===== src/sit_pkg.sv =====
// ----------------------------------------------------------------------------
// sit_pkg
// Types, codes and constants shared by the scaled interval timer modules.
// ----------------------------------------------------------------------------
`default_nettype none

package sit_pkg;

    localparam int TIME_BITS_DEF       = 32;
    localparam int SCALE_FRAC_BITS_DEF = 8;

    localparam int KIND_W     = 3;
    localparam int DELTA_W    = 20;
    localparam int IN_DATA_W  = 24;
    localparam int SCALE_W    = 16;
    localparam int TIME_W     = 32;
    localparam int CNT_W      = 16;
    localparam int CH_EN_W    = 4;
    localparam int NUM_CH     = 2;
    localparam int CFG_IDX_W  = 3;
    localparam int CFG_DATA_W = 32;
    localparam int OUT_W      = 104;

    localparam logic [CNT_W-1:0] CNT_MAX = '1;

    typedef enum logic [KIND_W-1:0] {
        KIND_TICK   = 3'd0,
        KIND_START  = 3'd1,
        KIND_STOP   = 3'd2,
        KIND_RESET  = 3'd3,
        KIND_RESUME = 3'd4
    } t_kind;

    typedef enum logic [CFG_IDX_W-1:0] {
        REG_DURATION  = 3'd0,
        REG_LOOP_EN   = 3'd1,
        REG_SCALE     = 3'd2,
        REG_OS_TIME_A = 3'd3,
        REG_OS_TIME_B = 3'd4,
        REG_PERIOD_A  = 3'd5,
        REG_PERIOD_B  = 3'd6,
        REG_CH_EN     = 3'd7
    } t_cfg_idx;

    typedef struct packed {
        logic [TIME_W-1:0]  duration;
        logic               loop_en;
        logic [SCALE_W-1:0] scale;
        logic [TIME_W-1:0]  os_time_a;
        logic [TIME_W-1:0]  os_time_b;
        logic [TIME_W-1:0]  period_a;
        logic [TIME_W-1:0]  period_b;
        logic [CH_EN_W-1:0] ch_en;
    } t_cfg;

    localparam t_cfg CFG_RST = '{
        duration:  32'd65536,
        loop_en:   1'b0,
        scale:     16'd256,
        os_time_a: 32'd0,
        os_time_b: 32'd0,
        period_a:  32'd0,
        period_b:  32'd0,
        ch_en:     4'd0
    };

    // Declared from the top bit down so that active lands in bit 0.
    typedef struct packed {
        logic [TIME_W-1:0] remaining;
        logic [TIME_W-1:0] elapsed;
        logic [CNT_W-1:0]  count_b;
        logic [CNT_W-1:0]  count_a;
        logic [1:0]        period_fired;
        logic [1:0]        oneshot_fired;
        logic              completed;
        logic              looped;
        logic              finished;
        logic              active;
    } t_result;

endpackage

`default_nettype wire


===== src/sit_cfg_regs.sv =====
// ----------------------------------------------------------------------------
// sit_cfg_regs
// Configuration register file of the interval timer, one write per cycle.
// ----------------------------------------------------------------------------
`default_nettype none

module sit_cfg_regs (
    input  wire logic                            i_clk,
    input  wire logic                            i_rst_n,
    input  wire logic                            i_wr_valid,
    input  wire logic [sit_pkg::CFG_IDX_W-1:0]   i_wr_index,
    input  wire logic [sit_pkg::CFG_DATA_W-1:0]  i_wr_data,
    output sit_pkg::t_cfg                        o_cfg
);
    import sit_pkg::*;

    t_cfg r_cfg;

    always_ff @(posedge i_clk) begin
        if (!i_rst_n) begin
            r_cfg <= CFG_RST;
        end else if (i_wr_valid) begin
            unique case (t_cfg_idx'(i_wr_index))
                REG_DURATION:  r_cfg.duration  <= i_wr_data[TIME_W-1:0];
                REG_LOOP_EN:   r_cfg.loop_en   <= i_wr_data[0];
                REG_SCALE:     r_cfg.scale     <= i_wr_data[SCALE_W-1:0];
                REG_OS_TIME_A: r_cfg.os_time_a <= i_wr_data[TIME_W-1:0];
                REG_OS_TIME_B: r_cfg.os_time_b <= i_wr_data[TIME_W-1:0];
                REG_PERIOD_A:  r_cfg.period_a  <= i_wr_data[TIME_W-1:0];
                REG_PERIOD_B:  r_cfg.period_b  <= i_wr_data[TIME_W-1:0];
                REG_CH_EN:     r_cfg.ch_en     <= i_wr_data[CH_EN_W-1:0];
            endcase
        end
    end

    assign o_cfg = r_cfg;

endmodule

`default_nettype wire


===== src/sit_scale.sv =====
// ----------------------------------------------------------------------------
// sit_scale
// Multiplies a tick delta by the fixed-point time scale and drops the
// fraction bits of the scale, truncating toward zero.
// ----------------------------------------------------------------------------
`default_nettype none

module sit_scale #(
    parameter int SCALE_FRAC_BITS = sit_pkg::SCALE_FRAC_BITS_DEF
) (
    input  wire logic [sit_pkg::DELTA_W-1:0]  i_delta,
    input  wire logic [sit_pkg::SCALE_W-1:0]  i_scale,
    output logic [sit_pkg::DELTA_W+sit_pkg::SCALE_W-SCALE_FRAC_BITS-1:0] o_step
);
    import sit_pkg::*;

    localparam int PROD_W = DELTA_W + SCALE_W;

    logic [PROD_W-1:0] prod;

    assign prod   = PROD_W'(i_delta) * PROD_W'(i_scale);
    assign o_step = prod[PROD_W-1:SCALE_FRAC_BITS];

endmodule

`default_nettype wire


===== src/sit_core.sv =====
// ----------------------------------------------------------------------------
// sit_core
// Timer state and the single-pass update for one item: time advance,
// compare channels, duration handling and the control commands.
// ----------------------------------------------------------------------------
`default_nettype none

module sit_core #(
    parameter int TIME_BITS       = sit_pkg::TIME_BITS_DEF,
    parameter int SCALE_FRAC_BITS = sit_pkg::SCALE_FRAC_BITS_DEF
) (
    input  wire logic                        i_clk,
    input  wire logic                        i_rst_n,
    input  wire logic                        i_fire,
    input  wire sit_pkg::t_kind              i_kind,
    input  wire logic [sit_pkg::DELTA_W-1:0] i_delta,
    input  wire sit_pkg::t_cfg               i_cfg,
    output sit_pkg::t_result                 o_res
);
    import sit_pkg::*;

    localparam int TB = TIME_BITS;
    localparam int CW = (TB > TIME_W) ? TB : TIME_W;
    localparam int SW = DELTA_W + SCALE_W - SCALE_FRAC_BITS;
    localparam int AW = ((TB > SW) ? TB : SW) + 1;
    localparam int NW = CW + 1;

    typedef logic [TB-1:0] t_time;
    typedef logic [CW-1:0] t_cmp;
    typedef logic [AW-1:0] t_acc;
    typedef logic [NW-1:0] t_nsum;

    localparam t_time TIME_MAX = '1;

    function automatic t_time clamp_period(input logic [TIME_W-1:0] p);
        t_cmp pc;
        pc = t_cmp'(p);
        return (pc > t_cmp'(TIME_MAX)) ? TIME_MAX : pc[TB-1:0];
    endfunction

    t_time            r_elapsed, n_elapsed;
    logic             r_running, n_running;
    logic             r_done,    n_done;
    logic             r_loop,    n_loop;
    logic [NUM_CH-1:0] r_os_done, n_os_done;
    t_time            r_nft [NUM_CH];
    t_time            n_nft [NUM_CH];
    logic [CNT_W-1:0] r_cnt [NUM_CH];
    logic [CNT_W-1:0] n_cnt [NUM_CH];

    logic [SW-1:0]     step;
    t_acc              acc;
    t_time             el_adv;
    t_cmp              el_cmp;
    t_cmp              dur_cmp;
    t_cmp              el_out;
    t_cmp              rem;
    logic              dur_hit;
    logic              resume_ok;
    logic              completed;
    logic [NUM_CH-1:0] os_mask;
    logic [NUM_CH-1:0] pd_mask;
    logic [NUM_CH-1:0] os_hit;
    logic [NUM_CH-1:0] pd_hit;
    logic [TIME_W-1:0] os_time [NUM_CH];
    logic [TIME_W-1:0] period  [NUM_CH];
    t_nsum             nsum    [NUM_CH];
    t_time             nft_adv [NUM_CH];
    t_time             nft_arm [NUM_CH];
    logic [CNT_W-1:0]  cnt_inc [NUM_CH];

    sit_scale #(
        .SCALE_FRAC_BITS (SCALE_FRAC_BITS)
    ) u_scale (
        .i_delta (i_delta),
        .i_scale (i_cfg.scale),
        .o_step  (step)
    );

    assign os_time[0] = i_cfg.os_time_a;
    assign os_time[1] = i_cfg.os_time_b;
    assign period[0]  = i_cfg.period_a;
    assign period[1]  = i_cfg.period_b;

    // Advanced time saturates at the top of the time range.
    assign acc       = t_acc'(r_elapsed) + t_acc'(step);
    assign el_adv    = (|acc[AW-1:TB]) ? TIME_MAX : acc[TB-1:0];
    assign el_cmp    = t_cmp'(el_adv);
    assign dur_cmp   = t_cmp'(i_cfg.duration);
    assign dur_hit   = el_cmp >= dur_cmp;
    assign resume_ok = t_cmp'(r_elapsed) < dur_cmp;

    always_comb begin
        for (int i = 0; i < NUM_CH; i++) begin
            os_hit[i]  = i_cfg.ch_en[i] && !r_os_done[i] && (el_cmp >= t_cmp'(os_time[i]));
            pd_hit[i]  = i_cfg.ch_en[i+NUM_CH] && (el_cmp >= t_cmp'(r_nft[i]));
            nsum[i]    = t_nsum'(r_nft[i]) + t_nsum'(period[i]);
            nft_adv[i] = (nsum[i] > t_nsum'(TIME_MAX)) ? TIME_MAX : nsum[i][TB-1:0];
            nft_arm[i] = clamp_period(period[i]);
            cnt_inc[i] = (r_cnt[i] == CNT_MAX) ? r_cnt[i] : r_cnt[i] + CNT_W'(1);
        end
    end

    always_comb begin
        n_elapsed = r_elapsed;
        n_running = r_running;
        n_done    = r_done;
        n_loop    = r_loop;
        n_os_done = r_os_done;
        n_nft     = r_nft;
        n_cnt     = r_cnt;
        completed = 1'b0;
        os_mask   = '0;
        pd_mask   = '0;
        unique case (i_kind)
            KIND_TICK: begin
                if (r_running) begin
                    n_loop    = 1'b0;
                    n_elapsed = el_adv;
                    for (int i = 0; i < NUM_CH; i++) begin
                        if (os_hit[i]) begin
                            n_os_done[i] = 1'b1;
                            os_mask[i]   = 1'b1;
                        end
                        if (pd_hit[i]) begin
                            pd_mask[i] = 1'b1;
                            n_cnt[i]   = cnt_inc[i];
                            n_nft[i]   = nft_adv[i];
                        end
                    end
                    if (dur_hit) begin
                        if (i_cfg.loop_en) begin
                            // Wrap: counts are kept, everything else rearms.
                            n_elapsed = '0;
                            n_done    = 1'b0;
                            n_loop    = 1'b1;
                            n_os_done = '0;
                            n_nft     = nft_arm;
                        end else begin
                            n_done    = 1'b1;
                            completed = 1'b1;
                            n_running = 1'b0;
                        end
                    end
                end
            end
            KIND_START, KIND_RESET: begin
                n_elapsed = '0;
                n_running = (i_kind == KIND_START);
                n_done    = 1'b0;
                n_loop    = 1'b0;
                n_os_done = '0;
                n_nft     = nft_arm;
                for (int i = 0; i < NUM_CH; i++) begin
                    n_cnt[i] = '0;
                end
            end
            KIND_STOP: begin
                n_running = 1'b0;
            end
            KIND_RESUME: begin
                if (resume_ok) begin
                    n_running = 1'b1;
                    n_done    = 1'b0;
                end
            end
            default: ;
        endcase
    end

    assign el_out = t_cmp'(n_elapsed);
    assign rem    = dur_cmp - el_out;

    always_comb begin
        o_res.active        = n_running;
        o_res.finished      = n_done;
        o_res.looped        = n_loop;
        o_res.completed     = completed;
        o_res.oneshot_fired = os_mask;
        o_res.period_fired  = pd_mask;
        o_res.count_a       = n_cnt[0];
        o_res.count_b       = n_cnt[1];
        o_res.elapsed       = el_out[TIME_W-1:0];
        o_res.remaining     = (dur_cmp > el_out) ? rem[TIME_W-1:0] : '0;
    end

    always_ff @(posedge i_clk) begin
        if (!i_rst_n) begin
            r_elapsed <= '0;
            r_running <= 1'b0;
            r_done    <= 1'b0;
            r_loop    <= 1'b0;
            r_os_done <= '0;
            for (int i = 0; i < NUM_CH; i++) begin
                r_nft[i] <= '0;
                r_cnt[i] <= '0;
            end
        end else if (i_fire) begin
            r_elapsed <= n_elapsed;
            r_running <= n_running;
            r_done    <= n_done;
            r_loop    <= n_loop;
            r_os_done <= n_os_done;
            r_nft     <= n_nft;
            r_cnt     <= n_cnt;
        end
    end

endmodule

`default_nettype wire


===== src/scaled_interval_timer.sv =====
// A result moves from the input register into the result register and waits
// there until taken. One item per cycle unless the output stalls; the timer
// state is updated as an item moves from the input register into the result
// register, so the next item sees it.
// A stalled result register holds one item while the input register takes one.
// Reset (synchronous, active low) restores register defaults and clears state.
// ----------------------------------------------------------------------------
// scaled_interval_timer
// Fixed-point interval timer with one-shot and periodic compare channels.
// ----------------------------------------------------------------------------
`default_nettype none

module scaled_interval_timer #(
    parameter int TIME_BITS       = sit_pkg::TIME_BITS_DEF,
    parameter int SCALE_FRAC_BITS = sit_pkg::SCALE_FRAC_BITS_DEF
) (
    input  wire logic                            i_clk,
    input  wire logic                            i_rst_n,
    input  wire logic                            s_tvalid,
    output logic                                 s_tready,
    // delta [19:0], zero padding [23:20]
    input  wire logic [sit_pkg::IN_DATA_W-1:0]   s_tdata,
    // kind [2:0]
    input  wire logic [sit_pkg::KIND_W-1:0]      s_tuser,
    output logic                                 m_tvalid,
    input  wire logic                            m_tready,
    // active [0], finished [1], looped [2], completed [3], oneshot_fired [5:4],
    // period_fired [7:6], period_count_a [23:8], period_count_b [39:24],
    // elapsed [71:40], remaining [103:72]
    output logic [sit_pkg::OUT_W-1:0]            m_tdata,
    input  wire logic                            i_cfg_valid,
    output logic                                 o_cfg_ready,
    input  wire logic [sit_pkg::CFG_IDX_W-1:0]   i_cfg_index,
    input  wire logic [sit_pkg::CFG_DATA_W-1:0]  i_cfg_data
);
    import sit_pkg::*;

    t_cfg               cfg;
    t_result            res;
    logic               in_adv;
    logic               r_in_valid;
    logic [KIND_W-1:0]  r_kind;
    logic [DELTA_W-1:0] r_delta;
    logic               r_out_valid;
    t_result            r_out_data;

    assign o_cfg_ready = 1'b1;

    sit_cfg_regs u_cfg_regs (
        .i_clk      (i_clk),
        .i_rst_n    (i_rst_n),
        .i_wr_valid (i_cfg_valid),
        .i_wr_index (i_cfg_index),
        .i_wr_data  (i_cfg_data),
        .o_cfg      (cfg)
    );

    // The held item moves on whenever the result register is free or drains.
    assign in_adv   = r_in_valid && (!r_out_valid || m_tready);
    assign s_tready = !r_in_valid || in_adv;

    always_ff @(posedge i_clk) begin
        if (!i_rst_n) begin
            r_in_valid <= 1'b0;
        end else if (s_tready) begin
            r_in_valid <= s_tvalid;
        end
    end

    always_ff @(posedge i_clk) begin
        if (s_tready && s_tvalid) begin
            r_kind  <= s_tuser;
            r_delta <= s_tdata[DELTA_W-1:0];
        end
    end

    sit_core #(
        .TIME_BITS       (TIME_BITS),
        .SCALE_FRAC_BITS (SCALE_FRAC_BITS)
    ) u_core (
        .i_clk   (i_clk),
        .i_rst_n (i_rst_n),
        .i_fire  (in_adv),
        .i_kind  (t_kind'(r_kind)),
        .i_delta (r_delta),
        .i_cfg   (cfg),
        .o_res   (res)
    );

    always_ff @(posedge i_clk) begin
        if (!i_rst_n) begin
            r_out_valid <= 1'b0;
        end else if (!r_out_valid || m_tready) begin
            r_out_valid <= r_in_valid;
        end
    end

    always_ff @(posedge i_clk) begin
        if (in_adv) begin
            r_out_data <= res;
        end
    end

    assign m_tvalid = r_out_valid;
    assign m_tdata  = r_out_data;

endmodule

`default_nettype wire


===== config.mk =====
export PLATFORM = sky130hd
export DESIGN_NAME = scaled_interval_timer
export DESIGN_NICKNAME = d
export VERILOG_FILES = /design/src/sit_pkg.sv /design/src/sit_cfg_regs.sv /design/src/sit_scale.sv /design/src/sit_core.sv /design/src/scaled_interval_timer.sv
export SDC_FILE = /design/constraint.sdc
export NUM_CORES = 2
export LEC_CHECK = 0
export ABC_AREA = 1
export ABC_CLOCK_PERIOD_IN_PS = 10100
export CELL_PAD_IN_SITES_DETAIL_PLACEMENT = 1
export CELL_PAD_IN_SITES_GLOBAL_PLACEMENT = 2
export CORE_ASPECT_RATIO = 1.25
export CORE_MARGIN = 4
export CORE_UTILIZATION = 35
export CTS_CLUSTER_DIAMETER = 150
export DETAILED_ROUTE_END_ITERATION = 16
export DONT_BUFFER_PORTS = 1
export PLACE_DENSITY_LB_ADDON = 0.1
export REMOVE_ABC_BUFFERS = 1
export SLEW_MARGIN = 20
export SYNTH_ARGS = -nofsm -noshare
export SYNTH_HDL_FRONTEND = slang
export SYNTH_SLANG_ARGS = --single-unit

===== constraint.sdc =====
create_clock -name i_clk -period 10.1 [get_ports i_clk]
set_clock_uncertainty 0.05 [all_clocks]
set_input_delay 2.525 -clock i_clk [delete_from_list [all_inputs] [get_ports i_clk]]
set_output_delay 2.525 -clock i_clk [all_outputs]
set_load 0.01 [all_outputs]

# Yosys cells after proc, flatten, opt, wreduce, memory -nomap -nowiden
# Cells that the tools add are included.
dict set report classes {
  add_sub_neg 6
  multipliers 1
  n_lt_le_gt_ge 11
  eq_ne 14
  mux 44
  reduce_logical 29
}
# op count
set op_table {}
lappend op_table {{32-bit two-way mux} 11}
lappend op_table {{64-bit two-way mux} 3}
lappend op_table {{32-bit >= comparator} 5}
lappend op_table {{32-bit one-hot mux with 2 select lines} 2}
lappend op_table {{64-bit one-hot mux with 2 select lines} 1}
lappend op_table {{32-bit by 32-bit adder with 33-bit output} 2}
lappend op_table {{33-bit by 32-bit > comparator with 1-bit output (second input constant)} 2}
lappend op_table {{32-bit > comparator (second input constant)} 2}
lappend op_table {{16-bit two-way mux} 4}
lappend op_table {{20-bit by 16-bit multiplier with 36-bit output} 1}
lappend op_table {{32-bit by 28-bit adder with 33-bit output} 1}
lappend op_table {{16-bit by 1-bit adder with 16-bit output (second input constant)} 2}
lappend op_table {{16-bit == test (second input constant)} 2}
lappend op_table {{32-bit > comparator} 1}
lappend op_table {{32-bit < comparator} 1}
lappend op_table {{32-bit subtractor} 1}
lappend op_table {{2-bit AND reduction} 9}
lappend op_table {{1-bit two-way mux} 16}
lappend op_table {{3-bit == test (second input constant)} 5}
lappend op_table {{3-bit by 2-bit == test with 1-bit output (second input constant)} 4}
lappend op_table {{1-bit logical AND} 8}
lappend op_table {{3-bit by 1-bit == test with 1-bit output (second input constant)} 2}
lappend op_table {{3-bit zero test} 2}
lappend op_table {{2-bit two-way mux} 3}
lappend op_table {{10 further kinds} 15}
dict set report totals {
  register_bits 443
  output_inout_bits 107
}

# Longest topological paths before layout
dict set report logic_depth {
  word_depth 10
  mapped_depth 67
  depth_no_buf 63
}

# Cells and area by module
# A second synthesis with hierarchy kept.
dict set report unflattened {
  hier_cells 5826
  hier_area_um2 41398.5
}
# module n_inst cells_per_inst area_each_um2 seq_area_each_um2
set modules_own_cells {}
lappend modules_own_cells {sit_core 1 3163 19494.9 2662.6}
lappend modules_own_cells {sit_scale 1 1490 10857.9 0.0}
lappend modules_own_cells {sit_cfg_regs 1 1031 7125.6 3623.5}
lappend modules_own_cells {scaled_interval_timer 1 142 3920.0 3853.7}

# Worst setup path after synthesis
# No wires, ideal clock.
dict set report synth_path {
  path_type {reg2reg}
  from {reg r_delta[8]}
  to {reg r_out_data, in the netlist m_tdata[88], data pin}
  setup_ps 266
  t_arrival_ps 10192
  required_time_ps 9784
  slack_ps -408
  path_stages_with_launch 57
  path_buffers 6
  period_less_slack_ps 10508
  cell_sequence {edfxtp_1 clkbuf_1 clkbuf_1 nand2_1 fa_1 inv_1 fa_1 inv_1 fa_1 fa_1 inv_1 fa_1 inv_1 fa_1 inv_1 ha_1 nand2_1 nor2_1 (+21 left out) nand3_2 a21oi_2 buf_2 a22o_1 ha_1 inv_1 fa_1 a21oi_1 o21ai_1 nand2_1 nand2_1 a21oi_1 o21ai_2 nand2_1 nand2_1 nand2_1 clkbuf_1 nor2_1}
}
# item line
set synth_rtl {}
lappend synth_rtl {{start: declaration} scaled_interval_timer.sv:43} ;# logic [DELTA_W-1:0] r_delta;
lappend synth_rtl {{start signal: assignment} scaled_interval_timer.sv:73} ;# r_delta <= s_tdata[DELTA_W-1:0];
lappend synth_rtl {{end signal: assignment} scaled_interval_timer.sv:100} ;# r_out_data <= res;
lappend synth_rtl {{end: declaration} scaled_interval_timer.sv:45} ;# t_result r_out_data;

==> flow_metrics.tcl <==
set metrics [dict create \
    clk_pin_slew_ps 70 \
    slowest_delay_ps 590 \
    core_um2 115000 \
    fin_crit_sh_pct 107 \
    max_slew_margin_pct 35.8 \
    combPwrFrac_pct 53.2 \
    start_kind "flip-flop" \
    path_max_fanout 7 \
    grt.busiest_layer "met2" \
    routed_via_density 5.08 \
    grt_pass1_vias 41785 \
    cts_buffers 56 \
    io_pins 174 \
    violations "setup timing" \
    drv_slew 0 \
    rows 139 \
    area_growth_syn_to_layout_pct 31.2 \
    fp.dieW_um 313 \
    met2_usage_pct 50.7 \
    max-vdd-ir-drop_mv 0.136 \
    critPathRequiredTime_ps 10470 \
    use_met3_pct 2.69 \
    fp.dieArea_um2 122000 \
    hold_viol 0 \
    tritoncts "yes" \
    io_buffers 0 \
    dp.cells 7663 \
    cap_violations 0 \
    stdcell_area_um2 53500 \
    finalPower_mw 8.69 \
    grt_pass1_wl_um 248000 \
    status "finished, violations left" \
    ant_nets 0 \
    gr-total-overflow 0 \
    grt_setup_unrepaired "yes" \
    fmax_mhz 92.6 \
    cts.path.max_buffers 3 \
    p_leak_nw 25.3 \
    placed_area_um2 46800 \
    path_delay_family "adder cells" \
    synth.avg_cell_area_um2 7.15 \
    synthesis.area_um2 40800 \
    ys_warn_count 0 \
    grt_max_degree 202 \
    tightest_slew_ps 962 \
    internal-power_mw 5.03 \
    p_sw_share_pct 42.1 \
    gp_congestion 0.904 \
    p_sw_mw 3.66 \
    fin_crit_ps 10800 \
    synth_edf_count 127 \
    final_cell_mix "nand2_1, inv_1, buf_4" \
    clock_sinks 443 \
    drtIter0Drc 1842 \
    track_usage_pct 26.3 \
    critical_path_buf_inv_count 18 \
    wl_per_cell_um 21.1 \
    die_h_um 390 \
    critPathCaptureType "flip-flop" \
    fin_nets 7022 \
    clkLatencyLatePin_ps 670 \
    async_flop_share_pct 0 \
    layout.cells.most_common "nand2_1" \
    final_cells 7885 \
    wl_um 166000 \
    setup_violations 32 \
    synth.distinct_cells 60 \
    cp.arrival_ps 11170 \
    synth-seq-area-share_pct 24.9 \
    ys_ff_latch 443 \
    route.detailed.drc 0 \
    firstDrtPassIters 5 \
    grt_antenna_before_repair 17 \
    start_util_pct 35.4 \
    min_path_type "reg2reg" \
    met1_usage_pct 31.3 \
    vias 40093 \
    synth-main-ff-cell "dfxtp_1" \
    p_seq_share_pct 22.7 \
    power_per_cell_area_nw_per_um2 162 \
    clockPowerShare_pct 24.1 \
    setup_ws_ps -703 \
    worstSetupPathType "reg2reg" \
    dp_hpwl_um 125000 \
    root_buffer "clkbuf_16" \
    cts_htree_levels 2 \
    layout-drive-gt1-share_pct 23.6 \
    cpMaxStageDelayCell "fa_2" \
    synthCells 5707 \
]
==> metrics by stage <==
stage          worst slack [ps]  utilization (%)  setup TNS [ps]  hold slack [ps]
2_1_floorplan             -1830                -          -55700              380
3_3_place_gp              -1220             40.6          -36870              387
3_5_place_dp              -1320             40.6          -39240              394
4_1_cts                    -661             44.5          -18980              404
5_1_grt                   -1050             46.4          -31970              429
6_report                   -703             46.4          -20710              405
==> power by group through the flow <==
stage | combinational, mW | sequential [mW] | clock [mW]
after detailed placement | 3.69 | 2.01 | 0
after CTS | 4.24 | 1.97 | 2.15
after floorplan | 1.94 | 2.01 | 0
after global routing | 5.05 | 1.98 | 2.22
final | 4.62 | 1.97 | 2.09
after global placement | 3.59 | 2.01 | 0
==> synthesized netlist by cell type, types with 4 or more instances <==
master | count | area share, %
nand2_1 | 1281 | 12
inv_1 | 1024 | 9.4
a21oi_1 | 513 | 6.3
nor2_1 | 449 | 4.1
ha_1 | 423 | 13
o21ai_0 | 413 | 5.1
dfxtp_1 | 316 | 16
nand3_1 | 279 | 3.4
fa_1 | 253 | 12
clkbuf_1 | 156 | 1.4
edfxtp_1 | 127 | 9.3
nand4_1 | 65 | 1.0
xor2_1 | 51 | 1.1
xnor2_1 | 38 | 0.82
nor3_1 | 37 | 0.45
buf_2 | 27 | 0.33
o21a_1 | 25 | 0.46
o21ai_1 | 22 | 0.27
o22ai_1 | 21 | 0.32
a21o_1 | 19 | 0.35
o21bai_1 | 19 | 0.35
or2_2 | 16 | 0.25
nand3_2 | 13 | 0.32
nor4_1 | 13 | 0.20
a31oi_1 | 12 | 0.18
buf_1 | 8 | 0.074
a211oi_1 | 7 | 0.13
nand2_2 | 7 | 0.11
buf_6 | 6 | 0.17
o211ai_1 | 6 | 0.11
a31o_2 | 5 | 0.11
buf_4 | 5 | 0.092
inv_2 | 5 | 0.046
a21boi_0 | 4 | 0.074
clkinv_1 | 4 | 0.037
nor2_4 | 4 | 0.11
==> registers in the layout (all words and copies together), names as in the netlist <==
| signal | flops |
|---|---|
| u_core.r_os_done | 2 |
| u_cfg_regs.o_cfg | 181 |
| r_delta | 20 |
| u_core.r_elapsed | 32 |
| u_core.r_running | 1 |
| u_core.r_nft | 64 |
| m_tdata | 104 |
| u_core.r_loop | 1 |
| u_core.r_done | 1 |
| u_core.r_cnt | 32 |
| r_kind | 3 |
| m_tvalid | 1 |
| r_in_valid | 1 |
==> cells by family (layout without fill, tap and decap cells) <==
kind of cell,after synthesis,after routing,share of synthesized area [%]
other,1,10,0.00919
flip-flops,443,443,24.9
AO/OA/AOI/OAI,1082,1082,14.1
XOR/XNOR,89,89,1.91
AND/OR/NAND/NOR,2179,2179,22.1
buffers and inverters,1237,1855,11.6
adder cells (fa/ha/maj),676,676,25.4
==> worst paths after layout <==
| path | from | cells past startpoint | to | slack, ps |
|---|---|---|---|---|
| min reg2reg | u_core.r_os_done[1] | 2 | u_core.r_os_done[1] | 410 |
| max | r_delta[10] | 59 | m_tdata[73] | -700 |
| min | u_core.r_os_done[1] | 2 | u_core.r_os_done[1] | 410 |
| max reg2reg | r_delta[10] | 59 | m_tdata[73] | -700 |
==> metal layers <==
| metal | up-vias | part of all wire [%] |
|---|---|---|
| li1 | 19404 | - |
| met1 | 19917 | 41 |
| met2 | 543 | 53 |
| met3 | 227 | 2.9 |
| met4 | 2 | 2.8 |
| met5 | - | 0.0078 |
==> what timing repair did <==
action | CTS | global route
setup buffers | 64 | 38
gates resized for setup | 466 | 426
hold buffers | 0 | 0
setup endpoints to repair | 55 | 135
cloned | 8 | 2
pin swaps | 152 | 203
==> worst register-to-register path: cells and delay by family (launching register included) <==
| family | cells | cell delay [ps] |
|---|---|---|
| adders and majority gates | 10 | 4110 |
| xor gates and xnor gates | 1 | 160 |
| buffers and inverters | 18 | 2000 |
| DFF | 1 | 380 |
| AOI/OAI and AO/OA | 12 | 1880 |
| and+or+nand+nor | 18 | 1980 |
==> area by class of cell <==
| cell class | instances | area, um^2 |
|---|---|---|
| tap | 1551 | 1940 |
| antenna | 9 | 22.5 |
| clock inverter | 39 | 384 |
| fill | 14075 | 61800 |
| multi-input combinational | 4027 | 29500 |
| clock buffer | 65 | 1480 |
| sequential | 443 | 10100 |
| timing repair buffer | 717 | 6180 |
| inverter | 1034 | 3890 |
Note: power is estimated with default switching activity, not from simulation.
